==> src/hw/rtl/ilc_pkg.sv <==
// Shared types and constants for the image load controller.
// Holds the command and lifecycle codes and the byte-wide CRC-32 step.
// No dependencies.
package ilc_pkg;

  typedef enum logic [2:0] {
    ACT_BEGIN   = 3'd0,
    ACT_WRITE   = 3'd1,
    ACT_COMMIT  = 3'd2,
    ACT_RUN     = 3'd3,
    ACT_STOP    = 3'd4,
    ACT_RESTART = 3'd5,
    ACT_DISCARD = 3'd6
  } action_t;

  typedef enum logic [2:0] {
    ST_EMPTY     = 3'd0,
    ST_RECEIVING = 3'd1,
    ST_STAGED    = 3'd2,
    ST_RUNNING   = 3'd3,
    ST_STOPPED   = 3'd4,
    ST_FAULTED   = 3'd5
  } life_state_t;

  localparam logic [31:0] CRC_POLY = 32'hedb88320;

  // Widest begin-range sum: 20-bit address plus 21-bit size.
  localparam int BEGIN_SUM_W = 22;

  // Reflected CRC-32 over one byte, with inversion on entry and exit.
  function automatic logic [31:0] crc_byte(input logic [31:0] crc, input logic [7:0] data);
    logic [31:0] c;
    c = ~crc ^ {24'd0, data};
    for (int k = 0; k < 8; k++) begin
      c = (c >> 1) ^ (CRC_POLY & {32{c[0]}});
    end
    return ~c;
  endfunction

endpackage

==> src/hw/rtl/image_load_controller_unit.sv <==
// Image load controller top level: input register, command logic, result register.
// Depends on ilc_pkg for command codes, lifecycle codes and the CRC-32 step.
//
// Takes one command word per cycle while the output is not stalled and returns
// exactly one result word for each. A command is captured in an input register,
// decoded against the lifecycle state in the following cycle and its result is
// registered in the result register that drives the outputs. The state update
// (byte count, running CRC-32, lifecycle, workload id) is computed combinationally
// by the command logic, which lets back-to-back commands, including image bytes,
// stream at one per cycle while the output is not stalled. Writing cfg_wr_data
// is meant for when no command is in flight.
module image_load_controller_unit #(
  parameter int ADDR_SPACE_BYTES = 1048576
) (
  input  logic        clk,
  input  logic        rst_n,

  input  logic        cfg_wr_en,
  input  logic        cfg_wr_data,

  input  logic        in_valid,
  output logic        in_stall,
  input  logic [2:0]  in_action,
  input  logic [31:0] in_xfer_tag,
  input  logic        in_manifest_ok,
  input  logic [20:0] in_img_len,
  input  logic [19:0] in_dest_addr,
  input  logic [31:0] in_crc_value,
  input  logic [19:0] in_offset,
  input  logic [7:0]  in_data_byte,
  input  logic [31:0] in_job_req,

  output logic        out_valid,
  input  logic        out_stall,
  output logic        out_accepted,
  output logic [2:0]  out_state,
  output logic        out_mem_write,
  output logic [19:0] out_mem_address,
  output logic [7:0]  out_mem_data,
  output logic        out_publish,
  output logic [31:0] out_current_workload
);

  localparam int SPACE_W = $clog2(ADDR_SPACE_BYTES) + 1;
  localparam int CMP_W   = (SPACE_W > ilc_pkg::BEGIN_SUM_W) ? SPACE_W : ilc_pkg::BEGIN_SUM_W;
  localparam logic [CMP_W-1:0] SPACE = CMP_W'(ADDR_SPACE_BYTES);

  // Configuration
  logic backing_r;

  // Input register
  logic        s1_valid_r;
  logic [2:0]  s1_action_r;
  logic [31:0] s1_xfer_tag_r;
  logic        s1_manifest_ok_r;
  logic [20:0] s1_img_len_r;
  logic [19:0] s1_dest_addr_r;
  logic [31:0] s1_crc_value_r;
  logic [19:0] s1_offset_r;
  logic [7:0]  s1_data_byte_r;
  logic [31:0] s1_job_req_r;

  // Lifecycle state
  ilc_pkg::life_state_t life_state_r, life_state_nxt;
  logic [31:0] active_transfer_r, active_transfer_nxt;
  logic [31:0] workload_r, workload_nxt;
  logic [20:0] bytes_rcvd_r, bytes_rcvd_nxt;
  logic [31:0] running_crc_r, running_crc_nxt;
  logic [20:0] size_exp_r, size_exp_nxt;
  logic [19:0] base_addr_r, base_addr_nxt;
  logic [31:0] manifest_crc_r, manifest_crc_nxt;

  // Result register
  logic        out_valid_r;
  logic        out_accepted_r, out_accepted_nxt;
  ilc_pkg::life_state_t out_state_r;
  logic        out_mem_write_r, out_mem_write_nxt;
  logic [19:0] out_mem_address_r, out_mem_address_nxt;
  logic [7:0]  out_mem_data_r, out_mem_data_nxt;
  logic        out_publish_r, out_publish_nxt;
  logic [31:0] out_workload_r;

  logic out_ready;
  logic in_take;
  logic s1_fire;

  logic [CMP_W-1:0] begin_addr;
  logic [CMP_W-1:0] begin_end;
  logic             begin_ok;
  logic             id_match;
  logic [31:0]      workload_inc;

  assign out_ready = !out_valid_r || !out_stall;
  assign s1_fire   = s1_valid_r && out_ready;
  assign in_stall  = s1_valid_r && !out_ready;
  assign in_take   = in_valid && !in_stall;

  assign begin_addr = CMP_W'(s1_dest_addr_r);
  assign begin_end  = CMP_W'(s1_dest_addr_r) + CMP_W'(s1_img_len_r);
  assign begin_ok   = backing_r && s1_manifest_ok_r && (s1_img_len_r != 21'd0) &&
                      (begin_addr < SPACE) && (begin_end <= SPACE) &&
                      (life_state_r != ilc_pkg::ST_RUNNING);
  assign id_match   = (workload_r != 32'd0) &&
                      ((s1_job_req_r == 32'd0) || (s1_job_req_r == workload_r));
  // Skip zero on wrap
  assign workload_inc = (workload_r == 32'hffff_ffff) ? 32'd1 : workload_r + 32'd1;

  always_comb begin
    life_state_nxt      = life_state_r;
    active_transfer_nxt = active_transfer_r;
    workload_nxt        = workload_r;
    bytes_rcvd_nxt      = bytes_rcvd_r;
    running_crc_nxt     = running_crc_r;
    size_exp_nxt        = size_exp_r;
    base_addr_nxt       = base_addr_r;
    manifest_crc_nxt    = manifest_crc_r;
    out_accepted_nxt    = 1'b0;
    out_mem_write_nxt   = 1'b0;
    out_mem_address_nxt = 20'd0;
    out_mem_data_nxt    = 8'd0;
    out_publish_nxt     = 1'b0;
    case (ilc_pkg::action_t'(s1_action_r))
      ilc_pkg::ACT_BEGIN: begin
        if (begin_ok) begin
          active_transfer_nxt = s1_xfer_tag_r;
          size_exp_nxt        = s1_img_len_r;
          base_addr_nxt       = s1_dest_addr_r;
          manifest_crc_nxt    = s1_crc_value_r;
          bytes_rcvd_nxt      = 21'd0;
          running_crc_nxt     = 32'd0;
          life_state_nxt      = ilc_pkg::ST_RECEIVING;
          out_accepted_nxt    = 1'b1;
        end
      end
      ilc_pkg::ACT_WRITE: begin
        if (life_state_r == ilc_pkg::ST_RECEIVING &&
            s1_xfer_tag_r == active_transfer_r &&
            {1'b0, s1_offset_r} == bytes_rcvd_r &&
            bytes_rcvd_r < size_exp_r) begin
          out_mem_write_nxt   = 1'b1;
          out_mem_address_nxt = base_addr_r + s1_offset_r;
          out_mem_data_nxt    = s1_data_byte_r;
          running_crc_nxt     = ilc_pkg::crc_byte(running_crc_r, s1_data_byte_r);
          bytes_rcvd_nxt      = bytes_rcvd_r + 21'd1;
          out_accepted_nxt    = 1'b1;
        end
      end
      ilc_pkg::ACT_COMMIT: begin
        if (life_state_r == ilc_pkg::ST_RECEIVING) begin
          if (s1_xfer_tag_r != active_transfer_r || bytes_rcvd_r != size_exp_r ||
              s1_crc_value_r != manifest_crc_r || running_crc_r != s1_crc_value_r) begin
            life_state_nxt = ilc_pkg::ST_FAULTED;
          end else begin
            out_publish_nxt  = 1'b1;
            workload_nxt     = workload_inc;
            life_state_nxt   = ilc_pkg::ST_STAGED;
            out_accepted_nxt = 1'b1;
          end
        end
      end
      ilc_pkg::ACT_RUN: begin
        if (id_match && (life_state_r == ilc_pkg::ST_STAGED ||
                         life_state_r == ilc_pkg::ST_STOPPED)) begin
          life_state_nxt   = ilc_pkg::ST_RUNNING;
          out_accepted_nxt = 1'b1;
        end
      end
      ilc_pkg::ACT_STOP: begin
        if (id_match && life_state_r == ilc_pkg::ST_RUNNING) begin
          life_state_nxt   = ilc_pkg::ST_STOPPED;
          out_accepted_nxt = 1'b1;
        end
      end
      ilc_pkg::ACT_RESTART: begin
        if (id_match && (life_state_r == ilc_pkg::ST_STAGED ||
                         life_state_r == ilc_pkg::ST_RUNNING ||
                         life_state_r == ilc_pkg::ST_STOPPED)) begin
          life_state_nxt   = ilc_pkg::ST_RUNNING;
          out_accepted_nxt = 1'b1;
        end
      end
      ilc_pkg::ACT_DISCARD: begin
        life_state_nxt      = ilc_pkg::ST_EMPTY;
        active_transfer_nxt = 32'd0;
        workload_nxt        = 32'd0;
        bytes_rcvd_nxt      = 21'd0;
        running_crc_nxt     = 32'd0;
        size_exp_nxt        = 21'd0;
        base_addr_nxt       = 20'd0;
        manifest_crc_nxt    = 32'd0;
        out_accepted_nxt    = 1'b1;
      end
      default: begin
        // unused code: drop, no state change
      end
    endcase
  end

  always_ff @(posedge clk) begin
    if (!rst_n) begin
      backing_r <= 1'b1;
    end else if (cfg_wr_en) begin
      backing_r <= cfg_wr_data;
    end
  end

  always_ff @(posedge clk) begin
    if (!rst_n) begin
      s1_valid_r <= 1'b0;
    end else if (in_take) begin
      s1_valid_r <= 1'b1;
    end else if (s1_fire) begin
      s1_valid_r <= 1'b0;
    end
  end

  always_ff @(posedge clk) begin
    if (in_take) begin
      s1_action_r      <= in_action;
      s1_xfer_tag_r    <= in_xfer_tag;
      s1_manifest_ok_r <= in_manifest_ok;
      s1_img_len_r     <= in_img_len;
      s1_dest_addr_r   <= in_dest_addr;
      s1_crc_value_r   <= in_crc_value;
      s1_offset_r      <= in_offset;
      s1_data_byte_r   <= in_data_byte;
      s1_job_req_r     <= in_job_req;
    end
  end

  always_ff @(posedge clk) begin
    if (!rst_n) begin
      life_state_r      <= ilc_pkg::ST_EMPTY;
      active_transfer_r <= 32'd0;
      workload_r        <= 32'd0;
      bytes_rcvd_r      <= 21'd0;
      running_crc_r     <= 32'd0;
      size_exp_r        <= 21'd0;
      base_addr_r       <= 20'd0;
      manifest_crc_r    <= 32'd0;
    end else if (s1_fire) begin
      life_state_r      <= life_state_nxt;
      active_transfer_r <= active_transfer_nxt;
      workload_r        <= workload_nxt;
      bytes_rcvd_r      <= bytes_rcvd_nxt;
      running_crc_r     <= running_crc_nxt;
      size_exp_r        <= size_exp_nxt;
      base_addr_r       <= base_addr_nxt;
      manifest_crc_r    <= manifest_crc_nxt;
    end
  end

  always_ff @(posedge clk) begin
    if (!rst_n) begin
      out_valid_r <= 1'b0;
    end else if (out_ready) begin
      out_valid_r <= s1_valid_r;
    end
  end

  always_ff @(posedge clk) begin
    if (s1_fire) begin
      out_accepted_r    <= out_accepted_nxt;
      out_state_r       <= life_state_nxt;
      out_mem_write_r   <= out_mem_write_nxt;
      out_mem_address_r <= out_mem_address_nxt;
      out_mem_data_r    <= out_mem_data_nxt;
      out_publish_r     <= out_publish_nxt;
      out_workload_r    <= workload_nxt;
    end
  end

  assign out_valid            = out_valid_r;
  assign out_accepted         = out_accepted_r;
  assign out_state            = out_state_r;
  assign out_mem_write        = out_mem_write_r;
  assign out_mem_address      = out_mem_address_r;
  assign out_mem_data         = out_mem_data_r;
  assign out_publish          = out_publish_r;
  assign out_current_workload = out_workload_r;

  a_mem_write_accepted: assert property (@(posedge clk) disable iff (!rst_n)
    (out_valid_r && out_mem_write_r) |-> out_accepted_r)
    else $error("memory write reported on a refused command");

  a_publish_staged: assert property (@(posedge clk) disable iff (!rst_n)
    (out_valid_r && out_publish_r) |->
      (out_state_r == ilc_pkg::ST_STAGED && out_workload_r != 32'd0))
    else $error("publish without a staged image and a live workload id");

  a_count_in_range: assert property (@(posedge clk) disable iff (!rst_n)
    (life_state_r == ilc_pkg::ST_RECEIVING) |-> (bytes_rcvd_r <= size_exp_r))
    else $error("byte count ran past the image size");

  a_state_held_on_stall: assert property (@(posedge clk) disable iff (!rst_n)
    (s1_valid_r && !out_ready) |=> ($stable(life_state_r) && $stable(bytes_rcvd_r) && s1_valid_r))
    else $error("state advanced while the result register was blocked");

endmodule

==> config.mk <==
export PLATFORM = sky130hd
export DESIGN_NAME = image_load_controller_unit
export DESIGN_NICKNAME = d
export VERILOG_FILES = /design/src/hw/rtl/ilc_pkg.sv /design/src/hw/rtl/image_load_controller_unit.sv
export SDC_FILE = /design/constraint.sdc
export NUM_CORES = 1
export LEC_CHECK = 0
export ABC_AREA = 1
export BUFFER_PORTS_ARGS = -buffer_cell sky130_fd_sc_hd__buf_2
export CORE_ASPECT_RATIO = 0.75
export CORE_MARGIN = 1.5
export CORE_UTILIZATION = 40
export DETAILED_ROUTE_END_ITERATION = 16
export MAX_ROUTING_LAYER = met4
export PLACE_DENSITY = 0.64
export SETUP_SLACK_MARGIN = 0.02
export SYNTH_ARGS = -nofsm -noshare
export SYNTH_HDL_FRONTEND = slang
export SYNTH_SLANG_ARGS = --single-unit
==> constraint.sdc <==
create_clock -name clk -period 4.9 [get_ports clk]
set_clock_uncertainty 0.2 [all_clocks]
set_input_delay 0.49 -clock clk [delete_from_list [all_inputs] [get_ports clk]]
set_output_delay 0.49 -clock clk [all_outputs]
set_load 0.01 [all_outputs]
# Word level (Yosys, flattened, before mapping)
# Cells that the tools add are included.
[totals]
out_inout_bits = 68
elab_cells = 138
register_bits = 431
[classes]
eq_ne = 21
bitwise = 11
muxes = 35
reduce_logical = 37
n_lt_le_gt_ge = 3
addsub = 4
[op_table]
columns = ["operator", "count"]
rows = [
  ["$xor A31 B32 Y32", 8],
  ["$mux W32", 7],
  ["$pmux W32 S2", 3],
  ["$ne A32 B32 Y1", 3],
  ["$pmux W32 S3", 1],
  ["$eq A32 B32 Y1", 2],
  ["$not A32 Y32", 2],
  ["$mux W21", 3],
  ["$pmux W21 S3", 1],
  ["$pmux W21 S2", 1],
  ["$pmux W20 S2", 1],
  ["$add A32 B1 Y32 const B", 1],
  ["$eq A32 B32 Y1 const B", 1],
  ["$logic_not A32 Y1", 1],
  ["$reduce_bool A32 Y1", 1],
  ["$xor A32 B8 Y32", 1],
  ["$add A20 B21 Y22", 1],
  ["$le A22 B21 Y1 const B", 1],
  ["$add A21 B1 Y21 const B", 1],
  ["$eq A20 B21 Y1", 1],
  ["$lt A20 B21 Y1 const B", 1],
  ["$lt A21 B21 Y1", 1],
  ["$ne A21 B21 Y1", 1],
  ["$reduce_bool A21 Y1", 1],
  ["20 further kinds", 66],
]

# Logic depth before layout (Yosys ltp)
[logic_depth]
depth_word = 13
ltp_mapped = 23
depth_no_buf = 23

# Worst setup path after synthesis
# No wires, ideal clock.
[synth_timing]
kind = "input to register"
startpoint = "in out_stall"
endpoint = "reg s1_action_r[0] (enable)"
setup_ns = 0.522
required_time_ns = 4.178
path_buffers = 0
setup_slack_ns = 0.132
t_arrival_ns = 4.046
cell_stages = 5
path_cell_list = "nand2_1 -> nor2_1 -> inv_1 -> nand2_1 -> inv_1"
[synth_via]
elab_chain_len = 6
[synth_lines]
columns = ["item", "line", "text"]
rows = [
  ["start, declared", "image_load_controller_unit.sv:34", "input logic out_stall,"],
  ["$logic_not A1 Y1", "image_load_controller_unit.sv:93", "assign out_ready = !out_valid_r || !out_stall;"],
  ["$logic_or A1 B1 Y1", "image_load_controller_unit.sv:93", ""],
  ["$logic_not A1 Y1", "image_load_controller_unit.sv:95", "assign in_stall = s1_valid_r && !out_ready;"],
  ["$logic_and A1 B1 Y1", "image_load_controller_unit.sv:95", ""],
  ["net in_stall", "image_load_controller_unit.sv:22", "output logic in_stall,"],
  ["$logic_not A1 Y1", "image_load_controller_unit.sv:96", "assign in_take = in_valid && !in_stall;"],
  ["$logic_and A1 B1 Y1", "image_load_controller_unit.sv:96", ""],
  ["net in_take", "image_load_controller_unit.sv:84", "logic in_take;"],
  ["end signal, assigned", "image_load_controller_unit.sv:219", "s1_action_r <= in_action;"],
  ["end, declared", "image_load_controller_unit.sv:53", "logic [2:0] s1_action_r;"],
]
# The timed path passes the listed nets, and every way through them passes these cells.
# A chain may end at the register's enable or synchronous reset.

# Worst setup path in the final report
[layout_timing]
startpoint = "reg s1_img_len_r[0]"
endpoint = "reg base_addr_r[11]"
[layout_via]
elab_chain_len = 7
[layout_lines]
columns = ["item", "line", "text"]
rows = [
  ["start, declared", "image_load_controller_unit.sv:56", "logic [20:0] s1_img_len_r;"],
  ["start signal, assigned", "image_load_controller_unit.sv:222", "s1_img_len_r <= in_img_len;"],
  ["branches (longest 3 deep; another with $add A20 B21 Y22)", "--", ""],
  ["$logic_and A1 B1 Y1 * (2 in series)", "image_load_controller_unit.sv:101", "(begin_addr < SPACE) && (begin_end <= SPACE) &&"],
  ["$ne A2 B2 Y1 (no source line) *", "--", ""],
  ["$reduce_and A3 Y1 (no source line) *", "--", ""],
  ["end signal, assigned", "image_load_controller_unit.sv:248", "base_addr_r <= base_addr_nxt;"],
  ["end, declared", "image_load_controller_unit.sv:70", "logic [19:0] base_addr_r, base_addr_nxt;"],
]
# Mark *: on every way between the ends.

==> results by group <==
Status
  • Status: completed

Critical path
  • CP Capture Type: flip-flop
  • Crit path max fanout: 74
  • Setup Crit Path Kind: reg2reg
  • Startpoint type of the worst setup path: flip-flop
  • Reg2reg end: base_addr_r[11]
  • Worst r2r src: s1_img_len_r[0]
  • Worst Reg-to-Reg Cells: 17
  • R2r setup slk: about 0.52 ns
  • Critical Path RT: 5.21 ns
  • CP arrival: ~4.7 ns

Yosys
  • Number of synthesized flops with an enable pin: 235
  • Flop and latch count out of synthesis: 431
  • Commonest cells in the netlist: nand2_1 (745), inv_1 (332), a21oi_1 (271)
  • Warnings, synthesis: 0
  • Cell count after synthesis: 3022
  • Synth Cell Area: 24000 sq um
  • Post-synthesis net count: 3262
  • Largest area contributor in the netlist: edfxtp_1
  • FFs w/ async S/R, synth: 0
  • Syn_area_per_cell: 7.941 sq um
  • Synth unique cells: 53
  • Most frequent cell after synthesis: nand2_1
  • Sequential-to-total area share from yosys stat: 0.4576
  • Top-area cell type share of the netlist area: 0.2941
  • Most common flop cell mapped by yosys: edfxtp_1
  • Ranking of synthesized cells by area: edfxtp_1 (29%), dfxtp_1 (16%), nand2_1 (12%), a21oi_1 (5.7%), inv_1 (5.2%)

Min path
  • Hold Path Origin: in_valid
  • Worst Hold Depth: 3
  • Hold Crit Endpoint: s1_valid_r
  • Worst hold-check path type: in2reg

Timing
  • Tmin final: 4.379 ns
  • Fmax: approximately 0.23 GHz
  • Tcrit/Tclk final: 0.8937
  • RSZ-0062 raised after global routing: false
  • Worst Tran Pin Value: a little over 0.9 ns
  • Final Hold Fails: 0
  • Setup TNS: 0 ns
  • Final max-slew violation count: 0
  • Final worst slack: 0.5209 ns
  • Final setup fails: 0
  • Slew HR: 0.3822

CTS
  • Worst-path clk slew: 0.06 ns
  • Clock Tree Root: clkbuf_16
  • Worst-skew pair later-pin latency: 0.61 ns
  • Clk sinks: 431
  • # H-tree levels: 2
  • Num CTS Buffers: 46
  • CTS tree: done
  • CTS max path bufs: 3

Floorplan
  • CORE AREA: 59150 sq um
  • Die height: 215.1 um
  • Die area: 61490 sq um
  • I/O Pins: 243
  • FP Rows: a little under 80
  • Initial core utilization: 0.4057
  • Die W: about 290 um

Global route
  • Antenna violations before repair: 4
  • Gr usage total: 0.2538
  • Total congestion overflow: 0
  • Largest net degree at the start of global routing: 144
  • First-pass GRT wire length: 119.1 mm
  • Vias in the first global route: 20354

Route
  • Via count: 22048
  • Starting DRT DRC Count: ~2400
  • DRC: 0
  • DR vias/cell: 5.222
  • Antenna Nets Post-Route: 0
  • DR pass1 iterations: 6
  • Wire per inst: 18.16 um
  • Drt total wl: 76.67 mm

Finish
  • Final #Nets: approximately 3600
  • Area Overhead vs Synth: 21.64%
  • Share of layout cells above drive strength 1: 0.1210

Placement
  • Post-place setup slack: 0.6668 ns
  • Final HPWL DP: ~54 mm
  • I/O Buffers: 242
  • RePlAce Congestion: 0.9736

Pwr
  • Leak: 12.15 nW
  • Peak VDD IR: roughly 300 uV
  • PwrDens: between 300 and 400 nW/um^2

Run
  • Max-cap violations: 0
[metal layers]
metal	global-route usage	routed length [um]	share of wire
met1	0.3861	37630	0.49
met4	0.05450	1323	0.017
met5	-	0	0
met2	0.3530	31600	0.41
met3	0.03556	6113	0.080
[power by group]
| group | switching (mW) | total [mW] | internal [mW] |
|---|---|---|---|
| combinational | 0.759 | 1.24 | 0.478 |
| sequential | 0.163 | 4.15 | 3.98 |
| clock | 1.57 | 3.57 | 2.00 |
[sequential cells by signal, summed over array words and instances (netlist names), 3 cells and up]
name / count
s1_data_byte_r: 8
running_crc_r: 32
workload_r: 32
s1_job_req_r: 32
life_state_r: 3
s1_action_r: 3
bytes_rcvd_r: 21
base_addr_r: 20
s1_crc_value_r: 32
out_state: 3
out_mem_data: 8
size_exp_r: 21
s1_xfer_tag_r: 32
s1_img_len_r: 21
manifest_crc_r: 32
s1_offset_r: 20
s1_dest_addr_r: 20
out_current_workload: 32
out_mem_address: 20
active_transfer_r: 32
[worst max path at each step]
stage	startpoint	end	slack [ns]	cells after the start
after floorplan	out_stall	s1_action_r[0]	0.13	5
after global placement	s1_img_len_r[0]	base_addr_r[11]	0.72	17
after detailed placement	s1_img_len_r[0]	base_addr_r[11]	0.67	17
after CTS	s1_img_len_r[0]	base_addr_r[11]	0.58	17
after global routing	s1_img_len_r[0]	manifest_crc_r[2]	0.28	17
final	s1_img_len_r[0]	base_addr_r[11]	0.52	17
[worst max-delay path, cell delays in order (launching register included)]
cell and delay, ns:
edfxtp_1 0.42, ha_1 0.29, fa_1 0.44, or2_2 0.31, a21oi_1 0.14, nand3_1 0.09
nor2_1 0.11, nand2_1 0.07, nor2_1 0.12, nand3_1 0.10, nor2_1 0.10, nand3_1 0.09
nand2_1 0.13, nand3_2 0.14, nand2_4 0.37, buf_4 0.71, nand4_1 0.24, a21oi_1 0.19
[cells in the final DEF, fill, tap and decap left out, drive strengths merged, types with 15 or more instances in the layout]
cell	instances
nor4	51
xor2	119
xnor2	47
nor2	226
nor3	66
nor3b	15
nand4	179
dfxtp	196
nand2	752
or2	46
nand3	146
dlygate4sd3	171
edfxtp	235
clkbuf	57
inv	341
ha	63
a21oi	272
clkinv	25
o21ai	99
buf	266
[cell families after synthesis]
| family | after synthesis | share of synthesized area |
|---|---|---|
| DFF | 431 | 0.4576 |
| adders and majority gates | 65 | 0.03452 |
| buffers and inverters | 460 | 0.07596 |
| and+or+nand+nor | 1496 | 0.2802 |
| AOI/OAI and AO/OA | 404 | 0.08869 |
| xor gates and xnor gates | 166 | 0.06309 |
[timing repair]
item,in CTS,in global routing
hold endpoints to repair,170,0
resized for setup,0,0
hold buffers,171,0
setup buffers,0,0
[stage by stage]
stage | instances | area (sq um) | hold WS, ns | power [mW] | util
4_1_cts | 4220 | 29190 | 0.03056 | 9.004 | 0.4934
6_report | 4222 | 29190 | 0.05294 | 8.956 | 0.4935
2_1_floorplan | 3022 | 24000 | 0.2408 | 4.942 | -
3_5_place_dp | 3963 | 25930 | 0.2565 | 5.326 | 0.4384
3_3_place_gp | 3963 | 25930 | 0.2542 | 5.323 | 0.4384
5_1_grt | 4222 | 29190 | 0.06987 | 9.330 | 0.4935
[final cells by class]
| type | count | area (sq um) |
|---|---|---|
| clock inverter | 29 | 286.5 |
| sequential | 431 | 10980 |
| antenna | 2 | 5.005 |
| tap | 790 | 988.4 |
| timing repair buffer | 437 | 3153 |
| inverter | 345 | 1304 |
| multi-input combinational | 2131 | 11220 |
| clock buffer | 57 | 1254 |
| fill | 5743 | 29960 |
No activity file was read; power rests on OpenSTA's default activity.
